--- src/rtl/core/fgjh_pkg.sv ---
package fgjh_pkg;

    localparam int TS_W        = 40;
    localparam int PERIOD_W    = 30;
    localparam int LIMITS_W    = 64;
    localparam int LIMIT_W     = 8;
    localparam int LIMIT_NUM   = 8;
    localparam int LIMIT_IDX_W = 3;
    localparam int BIN_IDX_W   = 4;
    localparam int BIN_CNT_W   = 32;
    localparam int CFG_IDX_W   = 4;

    // gaps at or above 2^GAP_NARROW_W ms exceed every limit times any period
    localparam int GAP_NARROW_W = 19;
    localparam int NS_PER_MS_W  = 20;
    localparam int SCALED_W     = GAP_NARROW_W + NS_PER_MS_W;
    localparam int RHS_W        = LIMIT_W + PERIOD_W;

    localparam logic [NS_PER_MS_W-1:0] NS_PER_MS = NS_PER_MS_W'(1000000);

    localparam logic [PERIOD_W-1:0] PERIOD_RESET = PERIOD_W'(16666667);
    localparam logic [LIMITS_W-1:0] LIMITS_RESET = 64'hB478_3C30_2414_0F06;

    localparam logic [CFG_IDX_W-1:0] REG_VSYNC_PERIOD = CFG_IDX_W'(0);
    localparam logic [CFG_IDX_W-1:0] REG_BIN_LIMITS   = CFG_IDX_W'(1);

    localparam logic ACT_FRAME  = 1'b0;
    localparam logic ACT_REPORT = 1'b1;

    typedef struct packed {
        logic            action;
        logic [TS_W-1:0] timestamp_ms;
        logic            scrolling;
    } t_in_item;

    typedef struct packed {
        logic [TS_W-1:0]      session_start_out;
        logic [TS_W-1:0]      session_length_ms;
        logic [BIN_IDX_W-1:0] bin_index;
        logic [BIN_CNT_W-1:0] bin_count;
        logic                 last;
    } t_out_item;

    typedef enum logic [3:0] {
        S_IDLE,
        S_FRAME,
        S_SCALE,
        S_THR,
        S_MUL,
        S_CMP,
        S_INC,
        S_REPORT,
        S_EMIT
    } t_state;

    typedef struct packed {
        logic load_in;
        logic open_session;
        logic set_prev;
        logic take_gap;
        logic scale;
        logic k_clr;
        logic mul;
        logic k_inc;
        logic bin_hit;
        logic bin_last;
        logic inc_bin;
        logic close_session;
        logic start_report;
        logic emit;
    } t_cmd;

    typedef struct packed {
        logic in_action;
        logic scrolling;
        logic open;
        logic backward;
        logic below_thr;
        logic hit;
        logic k_last;
        logic pending;
        logic out_free;
        logic idx_last;
    } t_status;

endpackage

--- src/rtl/core/fgjh_ctrl.sv ---
module fgjh_ctrl
    import fgjh_pkg::*;
(
    input  logic    i_clk,
    input  logic    i_rst_n,
    input  logic    i_in_valid,
    input  t_status i_sts,
    output t_cmd    o_cmd,
    output logic    o_in_stall
);

    t_state r_state;
    t_state n_state;

    always_ff @(posedge i_clk) begin
        if (!i_rst_n) begin
            r_state <= S_IDLE;
        end else begin
            r_state <= n_state;
        end
    end

    always_comb begin
        n_state = r_state;
        unique case (r_state)
            S_IDLE: begin
                if (i_in_valid) begin
                    n_state = (i_sts.in_action == ACT_REPORT) ? S_REPORT : S_FRAME;
                end
            end
            S_FRAME: begin
                if (i_sts.scrolling && i_sts.open && !i_sts.backward) begin
                    n_state = S_SCALE;
                end else begin
                    n_state = S_IDLE;
                end
            end
            S_SCALE: n_state = S_THR;
            S_THR:   n_state = i_sts.below_thr ? S_IDLE : S_MUL;
            S_MUL:   n_state = S_CMP;
            S_CMP: begin
                if (i_sts.hit || i_sts.k_last) begin
                    n_state = S_INC;
                end else begin
                    n_state = S_MUL;
                end
            end
            S_INC:    n_state = S_IDLE;
            S_REPORT: n_state = i_sts.pending ? S_EMIT : S_IDLE;
            S_EMIT: begin
                if (i_sts.out_free && i_sts.idx_last) begin
                    n_state = S_IDLE;
                end
            end
            default:  n_state = S_IDLE;
        endcase
    end

    always_comb begin
        o_cmd      = '0;
        o_in_stall = (r_state != S_IDLE);
        unique case (r_state)
            S_IDLE: o_cmd.load_in = i_in_valid;
            S_FRAME: begin
                if (i_sts.scrolling) begin
                    if (!i_sts.open) begin
                        o_cmd.open_session = 1'b1;
                    end else if (i_sts.backward) begin
                        o_cmd.set_prev = 1'b1;
                    end else begin
                        o_cmd.take_gap = 1'b1;
                    end
                end
            end
            S_SCALE: o_cmd.scale = 1'b1;
            S_THR:   o_cmd.k_clr = !i_sts.below_thr;
            S_MUL:   o_cmd.mul = 1'b1;
            S_CMP: begin
                if (i_sts.hit) begin
                    o_cmd.bin_hit = 1'b1;
                end else if (i_sts.k_last) begin
                    o_cmd.bin_last = 1'b1;
                end else begin
                    o_cmd.k_inc = 1'b1;
                end
            end
            S_INC: o_cmd.inc_bin = 1'b1;
            S_REPORT: begin
                if (i_sts.pending) begin
                    o_cmd.start_report = 1'b1;
                end else begin
                    o_cmd.close_session = 1'b1;
                end
            end
            S_EMIT:  o_cmd.emit = i_sts.out_free;
            default: o_cmd = '0;
        endcase
    end

    a_last_emit_idle: assert property (@(posedge i_clk) disable iff (!i_rst_n)
        (r_state == S_EMIT && i_sts.out_free && i_sts.idx_last) |=> (r_state == S_IDLE))
        else $error("report did not finish after its last item");

    a_inc_after_cmp: assert property (@(posedge i_clk) disable iff (!i_rst_n)
        (r_state == S_INC) |-> ($past(r_state) == S_CMP))
        else $error("bin increment without a bin search");

    a_frame_after_accept: assert property (@(posedge i_clk) disable iff (!i_rst_n)
        (r_state == S_FRAME || r_state == S_REPORT) |-> ($past(o_cmd.load_in)))
        else $error("item handled without being taken");

endmodule

--- src/rtl/core/fgjh_dp.sv ---
module fgjh_dp
    import fgjh_pkg::*;
#(
    parameter int BIN_COUNT   = 9,
    parameter int COUNT_WIDTH = 32
)(
    input  logic                 i_clk,
    input  logic                 i_rst_n,
    input  t_cmd                 i_cmd,
    output t_status              o_sts,
    input  t_in_item             i_in_item,
    input  logic                 i_cfg_we,
    input  logic [CFG_IDX_W-1:0] i_cfg_index,
    input  logic [LIMITS_W-1:0]  i_cfg_data,
    output logic                 o_out_valid,
    input  logic                 i_out_stall,
    output t_out_item            o_out_item
);

    localparam int IDX_W = $clog2(BIN_COUNT);
    localparam int NLIM  = (BIN_COUNT - 1 > LIMIT_NUM) ? LIMIT_NUM : BIN_COUNT - 1;
    localparam logic [IDX_W-1:0]       LAST_BIN = IDX_W'(BIN_COUNT - 1);
    localparam logic [LIMIT_IDX_W-1:0] K_LAST   = LIMIT_IDX_W'(NLIM - 1);

    logic [PERIOD_W-1:0]    r_period;
    logic [LIMITS_W-1:0]    r_limits;
    t_in_item               r_in;
    logic                   r_open;
    logic [TS_W-1:0]        r_start;
    logic [TS_W-1:0]        r_prev;
    logic                   r_pending;
    logic [COUNT_WIDTH-1:0] r_counts [BIN_COUNT];
    logic [TS_W-1:0]        r_gap;
    logic                   r_big;
    logic [SCALED_W-1:0]    r_scaled;
    logic [RHS_W-1:0]       r_rhs;
    logic [LIMIT_IDX_W-1:0] r_k;
    logic [IDX_W-1:0]       r_bin;
    logic [IDX_W-1:0]       r_idx;
    logic [TS_W-1:0]        r_length;
    logic                   r_out_valid;
    t_out_item              r_out;

    logic [IDX_W-1:0]       rd_addr;
    logic [COUNT_WIDTH-1:0] rd_count;
    logic [LIMIT_W-1:0]     cur_limit;
    logic [SCALED_W-1:0]    thr;
    logic                   out_free;

    assign rd_addr   = i_cmd.emit ? r_idx : r_bin;
    assign rd_count  = r_counts[rd_addr];
    assign cur_limit = r_limits[{r_k, 3'b000} +: LIMIT_W];
    assign thr       = SCALED_W'({r_period, 1'b0});
    assign out_free  = !r_out_valid || !i_out_stall;

    always_comb begin
        o_sts           = '0;
        o_sts.in_action = i_in_item.action;
        o_sts.scrolling = r_in.scrolling;
        o_sts.open      = r_open;
        o_sts.backward  = (r_in.timestamp_ms < r_prev);
        o_sts.below_thr = !r_big && (r_scaled <= thr);
        o_sts.hit       = !r_big && (r_scaled < SCALED_W'(r_rhs));
        o_sts.k_last    = (r_k == K_LAST);
        o_sts.pending   = r_pending;
        o_sts.out_free  = out_free;
        o_sts.idx_last  = (r_idx == LAST_BIN);
    end

    always_ff @(posedge i_clk) begin
        if (!i_rst_n) begin
            r_period <= PERIOD_RESET;
            r_limits <= LIMITS_RESET;
        end else if (i_cfg_we) begin
            if (i_cfg_index == REG_VSYNC_PERIOD) begin
                r_period <= i_cfg_data[PERIOD_W-1:0];
            end else if (i_cfg_index == REG_BIN_LIMITS) begin
                r_limits <= i_cfg_data;
            end
        end
    end

    // session state and histogram
    always_ff @(posedge i_clk) begin
        if (!i_rst_n) begin
            r_open    <= 1'b0;
            r_start   <= '0;
            r_prev    <= '0;
            r_pending <= 1'b0;
            for (int i = 0; i < BIN_COUNT; i++) begin
                r_counts[i] <= '0;
            end
        end else begin
            if (i_cmd.open_session) begin
                r_open  <= 1'b1;
                r_start <= r_in.timestamp_ms;
                r_prev  <= r_in.timestamp_ms;
            end
            if (i_cmd.set_prev || i_cmd.take_gap) begin
                r_prev <= r_in.timestamp_ms;
            end
            if (i_cmd.inc_bin) begin
                r_pending <= 1'b1;
                if (rd_count != '1) begin
                    r_counts[r_bin] <= rd_count + COUNT_WIDTH'(1);
                end
            end
            if (i_cmd.close_session) begin
                r_open  <= 1'b0;
                r_start <= '0;
            end
            if (i_cmd.emit && r_idx == LAST_BIN) begin
                r_open    <= 1'b0;
                r_start   <= '0;
                r_pending <= 1'b0;
                for (int i = 0; i < BIN_COUNT; i++) begin
                    r_counts[i] <= '0;
                end
            end
        end
    end

    // gap measurement and bin search
    always_ff @(posedge i_clk) begin
        if (i_cmd.load_in) begin
            r_in <= i_in_item;
        end
        if (i_cmd.take_gap) begin
            r_gap <= r_in.timestamp_ms - r_prev;
        end
        if (i_cmd.scale) begin
            r_big    <= (r_gap[TS_W-1:GAP_NARROW_W] != '0);
            r_scaled <= SCALED_W'(r_gap[GAP_NARROW_W-1:0]) * SCALED_W'(NS_PER_MS);
        end
        if (i_cmd.mul) begin
            r_rhs <= RHS_W'(cur_limit) * RHS_W'(r_period);
        end
        if (i_cmd.k_clr) begin
            r_k <= '0;
        end else if (i_cmd.k_inc) begin
            r_k <= r_k + LIMIT_IDX_W'(1);
        end
        if (i_cmd.bin_hit) begin
            r_bin <= IDX_W'(r_k);
        end else if (i_cmd.bin_last) begin
            r_bin <= LAST_BIN;
        end
        if (i_cmd.start_report) begin
            r_length <= r_in.timestamp_ms - r_start;
            r_idx    <= '0;
        end else if (i_cmd.emit) begin
            r_idx <= r_idx + IDX_W'(1);
        end
    end

    // output register
    always_ff @(posedge i_clk) begin
        if (!i_rst_n) begin
            r_out_valid <= 1'b0;
        end else if (i_cmd.emit) begin
            r_out_valid <= 1'b1;
        end else if (!i_out_stall) begin
            r_out_valid <= 1'b0;
        end
    end

    always_ff @(posedge i_clk) begin
        if (i_cmd.emit) begin
            r_out.session_start_out <= r_start;
            r_out.session_length_ms <= r_length;
            r_out.bin_index         <= BIN_IDX_W'(r_idx);
            r_out.bin_count         <= BIN_CNT_W'(rd_count);
            r_out.last              <= (r_idx == LAST_BIN);
        end
    end

    assign o_out_valid = r_out_valid;
    assign o_out_item  = r_out;

    a_no_overwrite: assert property (@(posedge i_clk) disable iff (!i_rst_n)
        i_cmd.emit |-> out_free)
        else $error("held result overwritten");

    a_cleared_after_report: assert property (@(posedge i_clk) disable iff (!i_rst_n)
        (i_cmd.emit && r_idx == LAST_BIN) |=> (!r_pending && !r_open))
        else $error("session not cleared after report");

    a_count_only_long_gap: assert property (@(posedge i_clk) disable iff (!i_rst_n)
        i_cmd.inc_bin |-> (r_big || r_scaled > thr))
        else $error("short gap counted");

endmodule

--- src/rtl/core/frame_gap_jank_histogram_core.sv ---
// channel   direction  handshake                   payload
// input     in         i_in_valid / o_in_stall     i_in_item  (t_in_item)
// result    out        o_out_valid / i_out_stall   o_out_item (t_out_item)
// config    in         i_cfg_valid / o_cfg_ready   i_cfg_index, i_cfg_data
//
// one item at a time; an ignored, opening or backward frame sees only the frame state, a
// short gap also scale and threshold, a counted gap then a multiply and compare per limit
// tried on one shared 8x30 multiply and last the bin increment; a report emits each bin,
// waiting while the result side stalls, or with nothing counted only closes the session
// the next item is taken while the last result still sits in the output register
// synchronous active-low reset returns both registers to their defaults, clears
// the histogram and the session; config writes are always taken
module frame_gap_jank_histogram_core
    import fgjh_pkg::*;
#(
    parameter int BIN_COUNT   = 9,
    parameter int COUNT_WIDTH = 32
)(
    input  logic                 i_clk,
    input  logic                 i_rst_n,
    input  logic                 i_in_valid,
    output logic                 o_in_stall,
    input  t_in_item             i_in_item,
    output logic                 o_out_valid,
    input  logic                 i_out_stall,
    output t_out_item            o_out_item,
    input  logic                 i_cfg_valid,
    output logic                 o_cfg_ready,
    input  logic [CFG_IDX_W-1:0] i_cfg_index,
    input  logic [LIMITS_W-1:0]  i_cfg_data
);

    t_cmd    cmd;
    t_status sts;

    assign o_cfg_ready = 1'b1;

    fgjh_ctrl u_ctrl (
        .i_clk      (i_clk),
        .i_rst_n    (i_rst_n),
        .i_in_valid (i_in_valid),
        .i_sts      (sts),
        .o_cmd      (cmd),
        .o_in_stall (o_in_stall)
    );

    fgjh_dp #(
        .BIN_COUNT   (BIN_COUNT),
        .COUNT_WIDTH (COUNT_WIDTH)
    ) u_dp (
        .i_clk       (i_clk),
        .i_rst_n     (i_rst_n),
        .i_cmd       (cmd),
        .o_sts       (sts),
        .i_in_item   (i_in_item),
        .i_cfg_we    (i_cfg_valid & o_cfg_ready),
        .i_cfg_index (i_cfg_index),
        .i_cfg_data  (i_cfg_data),
        .o_out_valid (o_out_valid),
        .i_out_stall (i_out_stall),
        .o_out_item  (o_out_item)
    );

endmodule

--- config.mk ---
export PLATFORM = sky130hd
export DESIGN_NAME = frame_gap_jank_histogram_core
export DESIGN_NICKNAME = d
export VERILOG_FILES = /design/src/rtl/core/fgjh_pkg.sv /design/src/rtl/core/fgjh_ctrl.sv /design/src/rtl/core/fgjh_dp.sv /design/src/rtl/core/frame_gap_jank_histogram_core.sv
export SDC_FILE = /design/constraint.sdc
export NUM_CORES = 2
export LEC_CHECK = 0
export BUFFER_PORTS_ARGS = -buffer_cell sky130_fd_sc_hd__buf_2
export CORE_UTILIZATION = 30
export CTS_CLUSTER_SIZE = 14
export DETAILED_ROUTE_END_ITERATION = 16
export GPL_TIMING_DRIVEN = 0
export MAX_ROUTING_LAYER = met4
export SYNTH_ARGS = -nofsm -noshare
export SYNTH_HDL_FRONTEND = slang
export SYNTH_SLANG_ARGS = --single-unit
--- constraint.sdc ---
create_clock -name i_clk -period 9.2 [get_ports i_clk]
set_input_delay 0 -clock i_clk [delete_from_list [all_inputs] [get_ports i_clk]]
set_output_delay 0 -clock i_clk [all_outputs]
set_load 0.1 [all_outputs]
==> out/results.txt <==
Status - finished, final reports clean
Max Slew Vio Count - 0
Residual DRC - 0
Peak VDD IR - 0.0006467 V
Nets@finish - 6275
Lkg Pwr - 0.02590 uW
Cells after Synth - 5044
Crit path capture - u_dp.r_counts[5][3]
Total power - 18630 uW
Width of the die - 433.9 um
Per-cell routed wire length - 20.98 um
CP startpoint kind - flip-flop
# IOs - 235
DRT iter0 DRCs - 3363
FF-to-FF Start - u_ctrl.r_state[1]
Core region area - 185400 sq um
RSZ-0062 raised after global routing - true
DP Cell Count - 7805
Drt first pass iters - 5
Area leader, netlist - edfxtp_1
Final worst slack - 305.3 ps
Synth cell types - 84
Tcrit/Tclk final - 96.68%
Critical Path Slowest Stage Cell - nor4b_4
R2r worst-path depth - 21
Syn-to-layout area delta - 19.05%
PwrDens - 279.6 nW/um^2
Longest Clk Path Bufs - 3
R2R setup slack - 310 ps
Post-DP Area - 61050 sq um
Sequential share of the synthesized area - 51.03%
Yosys warnings - 0
CP max FO - 38
Total track usage - 18.69%
DR vias/cell - 4.962
Clock Tree Root - clkbuf_16
Hold WC Path Type - input pin to flip-flop
Syn_nets - 5712
Worst-Skew Late Latency - 780 ps
Hpwl dp - 124.9 mm
Post-synth top area share - 44.27%
Worst path depth - 21
Synthesized cell area - 55960 sq um
# port buffers - 233
Max-Cap Viols - 0
Initial Util - 30.18%
Fin area - 66630 sq um
Critical-path cell list - buf_2 -> nor4b_4 -> nand2_1 -> inv_1 -> clkbuf_4 -> buf_16 -> a31oi_2 -> clkbuf_1 -> buf_1 -> o22ai_1 -> or4_1 -> clkbuf_1 -> nand3_1 -> nor3_2 -> nand4_2 -> o21ai_2 -> or3_1 -> clkbuf_1 -> buf_2 -> nand2_2 -> buf_12
Reg-to-reg endpoint - u_dp.r_counts[5][3]
Slew @ Worst Pin - 1334 ps
FF+latch count, synth - 1014
Max frequency - 112.4 MHz
Crit path kind - flip-flop to flip-flop
CP Capture Type - flip-flop
Total gr overflow - 0
Syn Area/Cell - 11.10 sq um
CP bufs+invs - 10
Vias in the first global route - 41133
First-pass GRT wire length - 256.7 mm
Share of cells above drive strength 1 - 11.59%
TritonCTS Buffers - 111
Die span in y - 433.9 um
Worst hold slack - 65.48 ps
Vias after detailed routing - 40628
Hold Vio Cnt, Final - 0
Initial antenna violation count - 5
Largest cells by area after synthesis - edfxtp_1 44%, fa_1 8.6%, ha_1 7.0%
Wire length after detailed routing - 171.8 mm
CTS H-tree depth - 3
Post-layout minimum cycle time - 8895 ps
Worst setup startpoint - u_ctrl.r_state[1]
Placer Congestion - 0.9330
Critical Path AT - 9390 ps
Detail Route Antenna Nets - 0
Largest net degree at the start of global routing - 54
EDFF count, synth - 825
Pre-CTS setup slack - 74.76 ps
Setup violations, final - 0
Slowest Stage Delay on Critical Path - 620 ps
Relative slew slack - 11.07%
Cell family with the largest share of critical-path delay - buffers and inverters
Ys async rst share - 0%
Skew final - 52.23 ps
CP most frequent cell - clkbuf_1
Clk pin slew, worst setup/hold paths - 70 ps
# rows - 158
Main synth FF type - edfxtp_1
Worst path required time - 9700 ps
TritonCTS Sinks - 1014
CTS tree - done
Die ar. - 188300 sq um
Non-Filler Instances - 8188
## sequential cells by signal, indices dropped and copies added (netlist names), 3 cells and up
| register | flops |
|---|---|
| u_dp.r_counts | 512 |
| u_dp.o_out_item | 117 |
| u_dp.r_limits | 64 |
| u_dp.r_gap | 40 |
| u_dp.r_in | 40 |
| u_dp.r_length | 40 |
| u_dp.r_prev | 40 |
| u_dp.r_start | 40 |
| u_dp.r_rhs | 38 |
| u_dp.r_scaled | 33 |
| u_dp.r_period | 30 |
| u_ctrl.r_state | 4 |
| u_dp.r_bin | 4 |
| u_dp.r_idx | 4 |
| u_dp.r_k | 3 |
## where the power goes
group          switching (uW)  internal (uW)
sequential                102           5600
combinational            5010           3190
clock                    1980           2750
## cells by family after synthesis
kind of cell	after synthesis	synth area share, %
fa+ha+maj	553	15.58
buf+inv	741	5.413
compound gates	848	9.437
xor+xnor	158	2.553
simple gates	1589	12.72
mux	140	3.264
flops	1014	51.03
other cells	1	0.006701
## worst min-delay path: cells and delay by family
| kind | cells | cell delay (ps) |
|---|---|---|
| buf+inv | 2 | 690 |
| simple gates | 2 | 120 |
## per-layer routing
metal | GRT usage (%) | wire [um]
met5 | - | 0
met4 | 8.405 | 7922
met3 | 3.124 | 11710
met1 | 23.14 | 71120
met2 | 29.91 | 81040
## area by class of cell
| class | count | area, sq um |
|---|---|---|
| clock buffers | 142 | 3007 |
| diodes | 7 | 17.52 |
| repair buffers | 450 | 3552 |
| flip-flops and latches | 1014 | 28560 |
| inverters | 507 | 1903 |
| multi-input cells | 3289 | 24500 |
| fillers | 18218 | 118800 |
| plain buffers | 234 | 1132 |
| clock inverters | 65 | 853.3 |
| well taps | 2480 | 3103 |
## what timing repair did
item / 4_1_cts / 5_1_grt
endpoints found under the hold margin: 156 / 0
hold buffers: 168 / 0
setup endpoints to repair: 1 / 21
gates resized for setup: 1 / 4
setup buffers: 0 / 0
## per-stage QoR
stage | util [%] | TNS [ps]
after CTS | 35.91 | 0
after detailed placement | 32.92 | 0
after global routing | 35.93 | -117.3
final | 35.93 | 0
after floorplan | - | -38280
after global placement | 32.49 | -7333780
## synthesized netlist by cell type (38+ instances only)
cell	number
nor2b_1	56
nor2_1	525
xor2_1	44
a21o_1	96
a21boi_0	106
xnor2_1	108
clkbuf_1	152
nand2b_1	52
dfxtp_1	189
a21oi_1	295
o21ai_0	150
nand3_1	139
edfxtp_1	825
nor4_1	38
inv_1	488
ha_1	313
fa_1	240
nand2_1	587
buf_2	48
mux2i_1	106
## layout by cell type, fill, tap and decap left out, types with 12 or more instances in the layout
cell type,synthesis,layout
ha_1,313,313
mux4_2,34,34
o21ai_0,150,150
nor2b_1,56,56
nand2b_1,52,52
edfxtp_1,825,825
o22ai_1,37,37
or3_1,12,12
nand2_1,587,578
clkinv_2,0,19
xnor2_1,108,108
nor2_2,21,21
dlygate4sd3_1,0,168
clkbuf_1,152,171
a21o_1,96,96
nor3_1,36,32
o21bai_1,12,12
nand3_1,139,139
dfxtp_1,189,189
nand4_1,29,29
or4_1,15,15
a211oi_1,24,24
o211ai_1,15,15
inv_1,488,488
clkbuf_16,0,113
clkinv_1,15,29
buf_2,48,281
a21boi_0,106,106
nor4_1,38,35
o21a_1,29,29
and3_1,23,22
buf_6,17,34
a21oi_1,295,294
bufinv_16,0,15
mux2i_1,106,106
nor2_1,525,524
xor2_1,44,44
buf_4,4,14
fa_1,240,240
## worst min-delay path by stage
stage | cells past startpoint | to | start
floorplan | 0 | u_dp.o_sts[8] | i_in_item[0]
global placement | 1 | u_dp.r_in[11] | i_in_item[11]
detailed placement | 1 | u_dp.r_in[11] | i_in_item[11]
CTS | 4 | u_dp.r_limits[42] | i_cfg_data[42]
global route | 4 | u_dp.r_limits[42] | i_cfg_data[42]
finish | 4 | u_dp.r_limits[1] | i_cfg_data[1]
No activity file was read; power rests on OpenSTA's default activity.
